### src/hdl/assert_macros.svh
// ----------------------------------------------------------------------------
// assert_macros
// shared concurrent assertion macros for the sorted list engine
// ----------------------------------------------------------------------------
`ifndef ASSERT_MACROS_SVH
`define ASSERT_MACROS_SVH

// checked on every clock edge while out of reset
`define SLE_ASSERT(lbl, prop, msg) \
  lbl: assert property (@(posedge clk) disable iff (!rst_n) prop) else $error(msg);

// checked on every clock edge, reset included
`define SLE_ASSERT_ALWAYS(lbl, prop, msg) \
  lbl: assert property (@(posedge clk) prop) else $error(msg);

`endif

### src/hdl/sle_pkg.sv
// ----------------------------------------------------------------------------
// sle_pkg
// types, codes and sizes shared by the sorted list engine
// ----------------------------------------------------------------------------
package sle_pkg;

  localparam int CAPACITY = 16;
  localparam int CNT_W    = $clog2(CAPACITY + 1);
  localparam int IDX_W    = $clog2(CAPACITY);

  localparam logic [2:0] MODE_INSERT     = 3'd0;
  localparam logic [2:0] MODE_POP_MIN    = 3'd1;
  localparam logic [2:0] MODE_POP_MAX    = 3'd2;
  localparam logic [2:0] MODE_REMOVE_VAL = 3'd3;
  localparam logic [2:0] MODE_LOOKUP     = 3'd4;

  localparam logic [1:0] STATUS_DONE    = 2'd0;
  localparam logic [1:0] STATUS_FULL    = 2'd1;
  localparam logic [1:0] STATUS_NO_DROP = 2'd2;

  typedef struct packed {
    logic [2:0]         mode;
    logic signed [31:0] value;
  } in_item_t;

  typedef struct packed {
    logic               found;
    logic [4:0]         count;
    logic signed [31:0] smallest;
    logic signed [31:0] largest;
    logic               is_empty;
    logic [1:0]         status;
  } out_item_t;

  typedef enum logic [1:0] {
    ACT_HOLD,
    ACT_INSERT,
    ACT_SHIFT_DOWN,
    ACT_REMOVE_AT
  } cell_act_t;

  typedef struct packed {
    cell_act_t          act;
    logic signed [31:0] value;
  } cell_ctl_t;

  typedef struct packed {
    logic       found;
    logic [1:0] status;
  } op_flags_t;

  typedef enum logic {
    ST_IDLE,
    ST_REPORT
  } state_t;

endpackage

### src/hdl/sle_cell.sv
// ----------------------------------------------------------------------------
// sle_cell
// one slot of the sorted row: compares against the broadcast value and takes
// it, its own, its left or its right neighbor's entry
// ----------------------------------------------------------------------------
module sle_cell (
  input  logic               clk,
  input  sle_pkg::cell_ctl_t ctl,
  input  logic               occ,
  input  logic               left_lt,
  input  logic signed [31:0] left_entry,
  input  logic signed [31:0] right_entry,
  output logic signed [31:0] entry,
  output logic               lt,
  output logic               hit
);

  logic signed [31:0] entry_r;
  logic signed [31:0] entry_nxt;

  assign entry = entry_r;
  assign lt    = occ && (entry_r < ctl.value);
  assign hit   = occ && left_lt && !lt && (entry_r == ctl.value);

  always_comb begin
    entry_nxt = entry_r;
    case (ctl.act)
      sle_pkg::ACT_INSERT: begin
        if (!lt) begin
          entry_nxt = left_lt ? ctl.value : left_entry;
        end
      end
      sle_pkg::ACT_SHIFT_DOWN: begin
        entry_nxt = right_entry;
      end
      sle_pkg::ACT_REMOVE_AT: begin
        if (!lt) begin
          entry_nxt = right_entry;
        end
      end
      default: begin
        entry_nxt = entry_r;
      end
    endcase
  end

  always_ff @(posedge clk) begin
    entry_r <= entry_nxt;
  end

endmodule

### src/hdl/sle_chain.sv
// ----------------------------------------------------------------------------
// sle_chain
// row of cells with the fill count and the per-operation decision
// ----------------------------------------------------------------------------
`include "assert_macros.svh"

module sle_chain (
  input  logic                      clk,
  input  logic                      rst_n,
  input  logic                      accept,
  input  sle_pkg::in_item_t         item,
  output logic [sle_pkg::CNT_W-1:0] count,
  output logic signed [31:0]        entries [sle_pkg::CAPACITY],
  output sle_pkg::op_flags_t        flags
);

  logic [sle_pkg::CNT_W-1:0] count_r;
  logic [sle_pkg::CNT_W-1:0] count_nxt;
  logic [sle_pkg::CAPACITY-1:0] lt_vec;
  logic [sle_pkg::CAPACITY-1:0] hit_vec;
  logic [sle_pkg::CAPACITY-1:0] occ_vec;
  sle_pkg::cell_ctl_t ctl;
  logic present;
  logic full;
  logic empty;

  assign present = |hit_vec;
  assign full    = (count_r == sle_pkg::CNT_W'(sle_pkg::CAPACITY));
  assign empty   = (count_r == '0);
  assign count   = count_r;

  genvar gi;
  generate
    for (gi = 0; gi < sle_pkg::CAPACITY; gi++) begin : g_cell
      logic               left_lt;
      logic signed [31:0] left_entry;
      logic signed [31:0] right_entry;

      assign occ_vec[gi] = (sle_pkg::CNT_W'(gi) < count_r);

      if (gi == 0) begin : g_first
        assign left_lt    = 1'b1;
        assign left_entry = entries[gi];
      end else begin : g_mid
        assign left_lt    = lt_vec[gi-1];
        assign left_entry = entries[gi-1];
      end

      if (gi == sle_pkg::CAPACITY - 1) begin : g_last
        assign right_entry = entries[gi];
      end else begin : g_inner
        assign right_entry = entries[gi+1];
      end

      sle_cell u_cell (
        .clk         (clk),
        .ctl         (ctl),
        .occ         (occ_vec[gi]),
        .left_lt     (left_lt),
        .left_entry  (left_entry),
        .right_entry (right_entry),
        .entry       (entries[gi]),
        .lt          (lt_vec[gi]),
        .hit         (hit_vec[gi])
      );
    end
  endgenerate

  always_comb begin
    ctl.value    = item.value;
    ctl.act      = sle_pkg::ACT_HOLD;
    count_nxt    = count_r;
    flags.found  = present;
    flags.status = sle_pkg::STATUS_DONE;
    case (item.mode)
      sle_pkg::MODE_INSERT: begin
        if (full) begin
          flags.status = sle_pkg::STATUS_FULL;
        end else begin
          ctl.act   = sle_pkg::ACT_INSERT;
          count_nxt = count_r + 1'b1;
        end
      end
      sle_pkg::MODE_POP_MIN: begin
        flags.found = 1'b0;
        if (empty) begin
          flags.status = sle_pkg::STATUS_NO_DROP;
        end else begin
          ctl.act   = sle_pkg::ACT_SHIFT_DOWN;
          count_nxt = count_r - 1'b1;
        end
      end
      sle_pkg::MODE_POP_MAX: begin
        flags.found = 1'b0;
        if (empty) begin
          flags.status = sle_pkg::STATUS_NO_DROP;
        end else begin
          count_nxt = count_r - 1'b1;
        end
      end
      sle_pkg::MODE_REMOVE_VAL: begin
        if (!present) begin
          flags.status = sle_pkg::STATUS_NO_DROP;
        end else begin
          ctl.act   = sle_pkg::ACT_REMOVE_AT;
          count_nxt = count_r - 1'b1;
        end
      end
      default: begin
        flags.found = present;
      end
    endcase
    if (!accept) begin
      ctl.act   = sle_pkg::ACT_HOLD;
      count_nxt = count_r;
    end
  end

  always_ff @(posedge clk) begin
    if (!rst_n) begin
      count_r <= '0;
    end else begin
      count_r <= count_nxt;
    end
  end

  `SLE_ASSERT(a_count_bound, count_r <= sle_pkg::CNT_W'(sle_pkg::CAPACITY), "count above capacity")
  `SLE_ASSERT(a_row_sorted, ((lt_vec + 1'b1) & lt_vec) == '0, "row out of order")
  `SLE_ASSERT(a_single_hit, $onehot0(hit_vec), "more than one match position")

endmodule

### src/hdl/sorted_list_engine_unit.sv
// ----------------------------------------------------------------------------
// sorted_list_engine_unit
// sorted store of signed 32-bit values used as a double-ended priority queue
// ----------------------------------------------------------------------------
// Each operation is a transfer, then a report: in the transfer cycle every
// cell of the sorted row compares its entry with the operand and the row
// shifts in one step; in the following cycle the output register loads the
// count and the end entries of the row. A new item is taken once that report
// is loaded and the output register is free or being emptied. No clearing
// pass follows reset.
// ----------------------------------------------------------------------------
`include "assert_macros.svh"

module sorted_list_engine_unit (
  input  logic               clk,
  input  logic               rst_n,
  input  logic               in_valid,
  output logic               in_ready,
  input  sle_pkg::in_item_t  in_data,
  output logic               out_valid,
  input  logic               out_ready,
  output sle_pkg::out_item_t out_data
);

  sle_pkg::state_t state_r;
  sle_pkg::state_t state_nxt;
  logic               out_valid_r;
  logic               out_valid_nxt;
  sle_pkg::out_item_t out_data_r;
  sle_pkg::out_item_t out_data_nxt;
  sle_pkg::op_flags_t flags;
  sle_pkg::op_flags_t flags_r;
  logic [sle_pkg::CNT_W-1:0] count;
  logic [sle_pkg::IDX_W-1:0] last_pos;
  logic signed [31:0]        entries [sle_pkg::CAPACITY];
  logic                      accept;

  assign accept    = in_valid && in_ready;
  assign in_ready  = (state_r == sle_pkg::ST_IDLE) && (!out_valid_r || out_ready);
  assign out_valid = out_valid_r;
  assign out_data  = out_data_r;
  assign last_pos  = sle_pkg::IDX_W'(count - 1'b1);

  sle_chain u_chain (
    .clk     (clk),
    .rst_n   (rst_n),
    .accept  (accept),
    .item    (in_data),
    .count   (count),
    .entries (entries),
    .flags   (flags)
  );

  always_comb begin
    state_nxt     = state_r;
    out_valid_nxt = out_valid_r;
    out_data_nxt  = out_data_r;
    if (out_valid_r && out_ready) begin
      out_valid_nxt = 1'b0;
    end
    case (state_r)
      sle_pkg::ST_IDLE: begin
        if (accept) begin
          state_nxt = sle_pkg::ST_REPORT;
        end
      end
      sle_pkg::ST_REPORT: begin
        state_nxt             = sle_pkg::ST_IDLE;
        out_valid_nxt         = 1'b1;
        out_data_nxt.found    = flags_r.found;
        out_data_nxt.status   = flags_r.status;
        out_data_nxt.count    = count[4:0];
        out_data_nxt.is_empty = (count == '0);
        if (count == '0) begin
          out_data_nxt.smallest = '0;
          out_data_nxt.largest  = '0;
        end else begin
          out_data_nxt.smallest = entries[0];
          out_data_nxt.largest  = entries[last_pos];
        end
      end
      default: begin
        state_nxt = sle_pkg::ST_IDLE;
      end
    endcase
  end

  always_ff @(posedge clk) begin
    if (!rst_n) begin
      state_r     <= sle_pkg::ST_IDLE;
      out_valid_r <= 1'b0;
    end else begin
      state_r     <= state_nxt;
      out_valid_r <= out_valid_nxt;
    end
  end

  always_ff @(posedge clk) begin
    out_data_r <= out_data_nxt;
    if (accept) begin
      flags_r <= flags;
    end
  end

  `SLE_ASSERT(a_accept_clears_out, accept |=> !out_valid_r, "result pending over a transfer")
  `SLE_ASSERT(a_report_loads, state_r == sle_pkg::ST_REPORT |=> out_valid_r, "report not loaded")
  `SLE_ASSERT(a_full_count, out_valid_r && out_data_r.status == sle_pkg::STATUS_FULL |-> count == sle_pkg::CNT_W'(sle_pkg::CAPACITY), "full flag with free room")

endmodule
### config.mk
export PLATFORM = sky130hd
export DESIGN_NAME = sorted_list_engine_unit
export DESIGN_NICKNAME = d
export VERILOG_FILES = /design/src/hdl/sle_pkg.sv /design/src/hdl/sle_cell.sv /design/src/hdl/sle_chain.sv /design/src/hdl/sorted_list_engine_unit.sv
export VERILOG_INCLUDE_DIRS = /design/src /design/src/hdl
export SDC_FILE = /design/constraint.sdc
export NUM_CORES = 2
export LEC_CHECK = 0
export BUFFER_PORTS_ARGS = -buffer_cell sky130_fd_sc_hd__clkbuf_2
export CAP_MARGIN = 30
export CORE_UTILIZATION = 40
export CTS_CLUSTER_DIAMETER = 120
export DETAILED_ROUTE_END_ITERATION = 10
export PLACE_DENSITY_LB_ADDON = 0.25
export SLEW_MARGIN = 25
export SYNTH_ARGS = -nofsm -noshare
export SYNTH_HDL_FRONTEND = slang
export SYNTH_SLANG_ARGS = --single-unit
### constraint.sdc
create_clock -name clk -period 6.73 [get_ports clk]
set_input_delay 0.673 -clock clk [delete_from_list [all_inputs] [get_ports clk]]
set_output_delay 0.673 -clock clk [all_outputs]
set_load 0.005 [all_outputs]
* Word-level counts from Yosys, hierarchy flattened
Index checks and enable logic that the tools add are counted.
** Word-level totals
- Output and inout port bits :: 75
- Register bits :: 595
- Input bits :: 39
** Cells by class
- Order comparisons :: 33
- Bitwise operators :: 3
- Reduce and logical (&&, ||, !) cells :: 108
- Eq/ne operators :: 56
- Muxes and demuxes :: 80
- $add $sub $neg :: 2
** Operators by type and width (number)
- $mux W32 :: 47
- $pmux W32 S3 :: 15
- $eq A32 B32 Y1 :: 16
- $lt A32 B32 Y1 :: 16
- $bmux W32 S4 :: 1
- $logic_and A1 B1 Y1 :: 66
- $ne A2 B2 Y1 const B :: 32
- $reduce_and A3 Y1 :: 15
- $lt A4 B5 Y1 const A :: 8
- $lt A3 B5 Y1 const A :: 4
- $logic_not A1 Y1 :: 17
- $reduce_or A16 Y1 :: 1
- $mux W5 :: 3
- $pmux W5 S3 :: 1
- $pmux W2 S3 :: 2
- $lt A1 B5 Y1 const A :: 2
- $lt A2 B5 Y1 const A :: 2
- $mux W2 :: 5
- $eq A3 B2 Y1 const B :: 2
- $reduce_bool A3 Y1 :: 2
- $add A5 B1 Y5 const B :: 1
- $eq A5 B5 Y1 const B :: 1
- $ge A5 B5 Y1 const B :: 1
- $logic_not A5 Y1 :: 1
- 15 further kinds :: 21

* Logic depth before layout (Yosys ltp)
- Depth after elaboration :: 12
- Mapped depth :: 16
- Gate-level depth less buffers :: 12

* Cells and area by module
Synthesis repeated with hierarchy kept, for this count alone.
** Second synthesis, totals
- Cells, all modules :: 5115
- Area, all modules :: 48565.3 um2
** By module, submodules not included
- sle_cell :: sequential area each 960.9 um2, cells each 269, area an instance 2534.9 um2, instances 16
- sorted_list_engine_unit :: sequential area each 2322.2 um2, cells each 722, area an instance 7317.0 um2, instances 1
- sle_chain :: sequential area each 100.1 um2, cells each 89, area an instance 689.4 um2, instances 1

* Worst setup path before layout
Ideal clock, no wire load.
- Path type :: input -> register
- Start :: input port in_data[22] (netlist bit)
- End :: register u_chain.g_cell[14].u_cell.entry_r[0], enable pin
- Path slack :: -113 ps
- Path buffers :: 3
- Setup time :: 470 ps
- Data required time :: 6260 ps
- Stages on the path :: 15
- Data arrival time :: 6374 ps
- Cells stage by stage :: inv_1 clkbuf_1 ha_1 and4_1 and4bb_1 and2_1 a221oi_1 a21o_1 a22o_1 or3b_1 and4_4 and2_1 clkbuf_1 buf_2 o31ai_1
** On the way
- Longest elaborated chain between the ends :: 12
- Elaborated cells on any way between the ends :: 122
** Ends and longest elaborated chain
- start, declared :: line sorted_list_engine_unit.sv:19 : input sle_pkg::in_item_t in_data,
- $lt A32 B32 Y1 :: line sle_cell.sv:22 : assign lt = occ && (entry_r < ctl.value);
- $logic_and A1 B1 Y1 :: line sle_cell.sv:22
- $logic_and A1 B1 Y1 / $logic_not A1 Y1 (equally long branches)
- $logic_and A1 B1 Y1 (2 in series) :: line sle_cell.sv:23 : assign hit = occ && left_lt && !lt && (entry_r == ctl.value);
- $reduce_or A16 Y1 :: line sle_chain.sv:27 : assign present = |hit_vec;
- $mux W2 :: line sle_chain.sv:102 : if (!present) begin
- $pmux W2 S3 :: line sle_chain.sv:75 : case (item.mode)
- $mux W2 :: line sle_chain.sv:113 : if (!accept) begin
- $eq A2 B1 Y1 / $eq A2 B2 Y1 (equally long branches) :: line sle_cell.sv:27 : case (ctl.act)
- $ne A2 B2 Y1 (no line) / $reduce_bool A3 Y1 (equally long branches)
- $reduce_and A3 Y1 (no line) (*)
- end signal, assigned :: line sle_cell.sv:48 : entry_r <= entry_nxt;
- end, declared :: line sle_cell.sv:18 : logic signed [31:0] entry_r;
Every way passes the cells marked *; elsewhere a longest branch is shown, timed or not.
A chain may end at the register's enable or synchronous reset.

* Worst setup path in the final report
- Start :: input port in_data[25] (netlist bit)
- End :: register u_chain.g_cell[13].u_cell.entry_r[31], data pin
** On the way
- Longest elaborated chain between the ends :: 11
- Elaborated cells on any way between the ends :: 121
** Ends and longest elaborated chain
- $lt A32 B32 Y1 :: line sle_cell.sv:22
- $logic_and A1 B1 Y1 :: line sle_cell.sv:22
- $logic_and A1 B1 Y1 / $logic_not A1 Y1 (equally long branches)
- $logic_and A1 B1 Y1 (2 in series) :: line sle_cell.sv:23
- $reduce_or A16 Y1 :: line sle_chain.sv:27
- $mux W2 :: line sle_chain.sv:102
- $pmux W2 S3 :: line sle_chain.sv:75
- $mux W2 :: line sle_chain.sv:113
- $eq A2 B2 Y1 / $eq A2 B1 Y1 (equally long branches) :: line sle_cell.sv:27
- $pmux W32 S3 (*) :: line sle_cell.sv:27
- via u_chain.g_cell[13].u_cell.entry_nxt[31] :: line sle_cell.sv:19 : logic signed [31:0] entry_nxt;
- end signal, assigned :: line sle_cell.sv:48
- end, declared :: line sle_cell.sv:18
The timed path passes the listed nets; every way through them passes the cells marked *. The select of a mux whose other input is x is not followed.

==> impl_metrics.yaml <==
logic_synthesis:
  async_flop_share: 0
  synth-adder-area-share: 0.1340
  synth_top_family_by_area: "compound AO/OA/AOI/OAI gates"
  synth.avg_cell_area_sq_um: 10.46
  synthXorXnorAreaFrac: 0.002003
  syn-cell-area_sq_um: 48100
  yosysWarnings: 0
  synth-compound-area-share: 0.2227
  synth_edf_count: 588
  synth_cell_type_count: 82
  synth_cells: 4599
  synth_top_flop_cell: "edfxtp_1"
  muxShareOfSynthArea: 0.1028
  synth_seq_area_share: 0.3700
  synth-simple-area-share: 0.1269
  synth-seq-cells: 595
  synth_nets: 5153
timing:
  holdWs_ns: 0.3741
  slew_violations: 0
  clock_skew_ns: 0.02537
  fin_crit_sh: 0.8323
  rsz0062_at_grt: "no"
  post-route-min-period_ns: 5.601
  finalHoldViolCount: 0
  setup_viol: 0
  slew_headroom: 0.2423
  max_freq_mhz: 178.5
  tightest_slew_ns: 1.126
floorplan:
  fp-row-count: 126
  dieArea_sq_um: 121600
  fp.dieW_microns: 348.8
  io_pins: 114
  die_y_microns: 348.8
  core_area_sq_um: 118700
  start_util: 0.4052
clock_network:
  clock_sinks: 595
  ctsResizeCount: 0
  clk_pin_slew_ns: 0.06
  clk_latency_ns: 0.65
  cts-root-buf: "clkbuf_16"
  cts_buffers: 72
  holdBufCountCts: 0
  cts_max_path_buffers: 3
  cts_setup_buffers: 0
  cts_tree: "yes"
  htreeDepth: 3
flow_run:
  maxCapViolCount: 0
routing:
  vias_per_cell: 6.257
  drc: 0
  ant_nets: 0
  wl_per_cell_microns: 26.53
  dr.pass1.iters: 6
  drt_iter0_drc: 3927
  vias: 39170
  wl_mm: 166.1
setup_path:
  r2r_cells: 13
  cp_max_fo: 33
  slowest_delay_ns: 1.02
  cp.arrival_ns: 5.95
  worstSetupPathType: "input pin to flop"
  worstPathCellList: "clkbuf_2 > inv_1 > buf_4 > ha_1 > nand4_1 > nor4_1 > o41ai_1 > clkbuf_2 > a31oi_2 > buf_4 > o32ai_1 > a2111oi_2 > and4_4 > a21o_4 > buf_4 > a22oi_1"
  crit_path_frequent_cell: "buf_4"
  cp_slowest_cell: "nor4_1"
  start_kind: "input pin"
  crit_path_end_kind: "flop"
  cp.required_ns: 7.08
cells_and_area:
  area_growth_syn_to_layout_pct: 11.34
  fillers: 11100
  nets: 5156
  drive_gt1_frac: 0.2162
  final_core_util: 0.4511
placement:
  hpwl_mm: 118.4
  io_buffers: 113
  place_congestion: 0.9328
pwr:
  powerDensity_nw_per_um2: 203.5
  p_leak_nw: 20.18
  peakVddDrop_mv: 0.2082
min_path:
  min_path_type: "input pin to flop"
  hold_depth: 4
grt:
  antenna_found_initial: 8
  grt_pass1_wl_mm: 247.1
  grt_use_total: 0.2667
  grt_max_degree: 225
  grt.overflow.total: 0
  grt_pass1_vias: 37060
run_status:
  outcome: "complete, no violations"
[layer usage]
metal,global-route usage,share of wire
met1,0.3729,0.43
met2,0.4214,0.46
met3,0.03204,0.067
met4,0.09918,0.040
met5,0,0.000072
[path summary, 6_finish.rpt]
check                                      start                                  end  slack (ns)
max reg2reg  u_chain.g_cell[10].u_cell.entry[15]   u_chain.g_cell[7].u_cell.entry[24]        1.28
min reg2reg                           flags_r[0]                          out_data[0]        0.43
min                                    out_ready                            out_valid        0.37
max                                  in_data[25]  u_chain.g_cell[13].u_cell.entry[31]        1.13
[metrics by stage]
step / setup TNS, ns / instance area (sq um) / setup WS [ns] / power [mW] / cells
floorplan: -7.258 / 48100 / -0.1134 / 5.793 / 4599
global placement: 0 / 50740 / 0.5656 / 6.474 / 6118
detailed placement: 0 / 50850 / 0.6069 / 6.517 / 6123
CTS: 0 / 53430 / 1.259 / 10.91 / 6252
global route: 0 / 53550 / 1.030 / 11.22 / 6258
finish: 0 / 53550 / 1.129 / 10.90 / 6260
[where the power goes]
part / total, mW / switching, mW / leakage [nW] / internal (mW)
Combinational: 2.14 / 1.32 / 13.5 / 0.817
Clock: 4.40 / 1.73 / 1.27 / 2.67
Sequential: 4.36 / 0.123 / 5.43 / 4.23
[flip-flops by register name, summed over array words and instances, names as in the netlist]
signal                       cells
state_r                          1
out_valid                        1
out_data                        73
u_chain.g_cell.u_cell.entry    512
u_chain.count                    5
flags_r                          3
[cells by family after synthesis]
| logic type | Yosys count |
|---|---|
| flops | 595 |
| mux | 325 |
| fa+ha+maj | 515 |
| xor+xnor | 11 |
| compound gates | 1355 |
| simple gates | 1376 |
| buf+inv | 422 |
[cell usage after synthesis, types with 5 or more instances]
| cell | n | area [sq um] |
|---|---|---|
| a211o_1 | 5 | 43.79 |
| a211oi_1 | 78 | 585.6 |
| a21boi_0 | 7 | 52.55 |
| a21o_1 | 54 | 405.4 |
| a21oi_1 | 547 | 2738 |
| a221o_1 | 12 | 120.1 |
| a221oi_1 | 17 | 148.9 |
| a22oi_1 | 37 | 277.8 |
| a22oi_2 | 400 | 5005 |
| a31oi_1 | 7 | 43.79 |
| and2_1 | 36 | 225.2 |
| and3_1 | 44 | 275.3 |
| and4_1 | 16 | 140.1 |
| buf_1 | 24 | 90.09 |
| buf_2 | 47 | 235.2 |
| buf_6 | 48 | 540.5 |
| clkbuf_1 | 223 | 837.1 |
| dfxtp_1 | 7 | 140.1 |
| edfxtp_1 | 588 | 17660 |
| ha_1 | 515 | 6444 |
| inv_1 | 76 | 285.3 |
| mux2_2 | 23 | 259.0 |
| mux2_4 | 12 | 180.2 |
| mux2i_1 | 162 | 1622 |
| mux4_2 | 128 | 2883 |
| nand2_1 | 179 | 671.9 |
| nand2b_1 | 10 | 62.56 |
| nand3_1 | 53 | 265.3 |
| nand4_1 | 99 | 619.3 |
| nor2_1 | 801 | 3007 |
| nor2b_1 | 21 | 131.4 |
| nor3_1 | 56 | 280.3 |
| nor4_1 | 33 | 206.5 |
| o211ai_1 | 21 | 157.7 |
| o21a_1 | 6 | 45.04 |
| o21ai_0 | 95 | 475.5 |
| o21ai_1 | 9 | 45.04 |
| o31a_1 | 5 | 43.79 |
| o31ai_1 | 10 | 75.07 |
| xor2_1 | 8 | 70.07 |
[final cells by class]
class                   instances  area [sq um]  area share
diodes                          3         7.507   0.0001402
clock buffers                  82          1967     0.03673
clock inverters                47         621.8     0.01161
inverters                      80         300.3    0.005607
multi-input cells            3582         28660      0.5352
flip-flops and latches        595         17800      0.3325
well taps                    1600          2002     0.03738
repair buffers                271          2190     0.04089
[cell usage in the layout (no fill, tap or decap), drive strengths merged, types with 12 or more instances in the layout]
cell type and count:
nand2 179, buf 157, clkbuf 196, and4 17
and3 44, nand4 99, nand3 53, mux2i 162
and2 40, nor2b 21, a21o 54, a221o 12
a221oi 17, mux4 128, nor2 801, inv 79
a21oi 547, a211oi 79, a22oi 437, nor4 34
o211ai 21, edfxtp 588, ha 515, mux2 35
nor3 57, bufinv 15, clkinv 31, o21ai 104
[critical path, delay by kind of cell]
| family | cells | cell delay (ns) |
|---|---|---|
| AO/OA/AOI/OAI | 6 | 1.56 |
| adder cells (fa/ha/maj) | 1 | 0.20 |
| buffers and inverters | 6 | 1.87 |
| AND/OR/NAND/NOR | 3 | 1.61 |
Power figures use the tool's default switching activity.
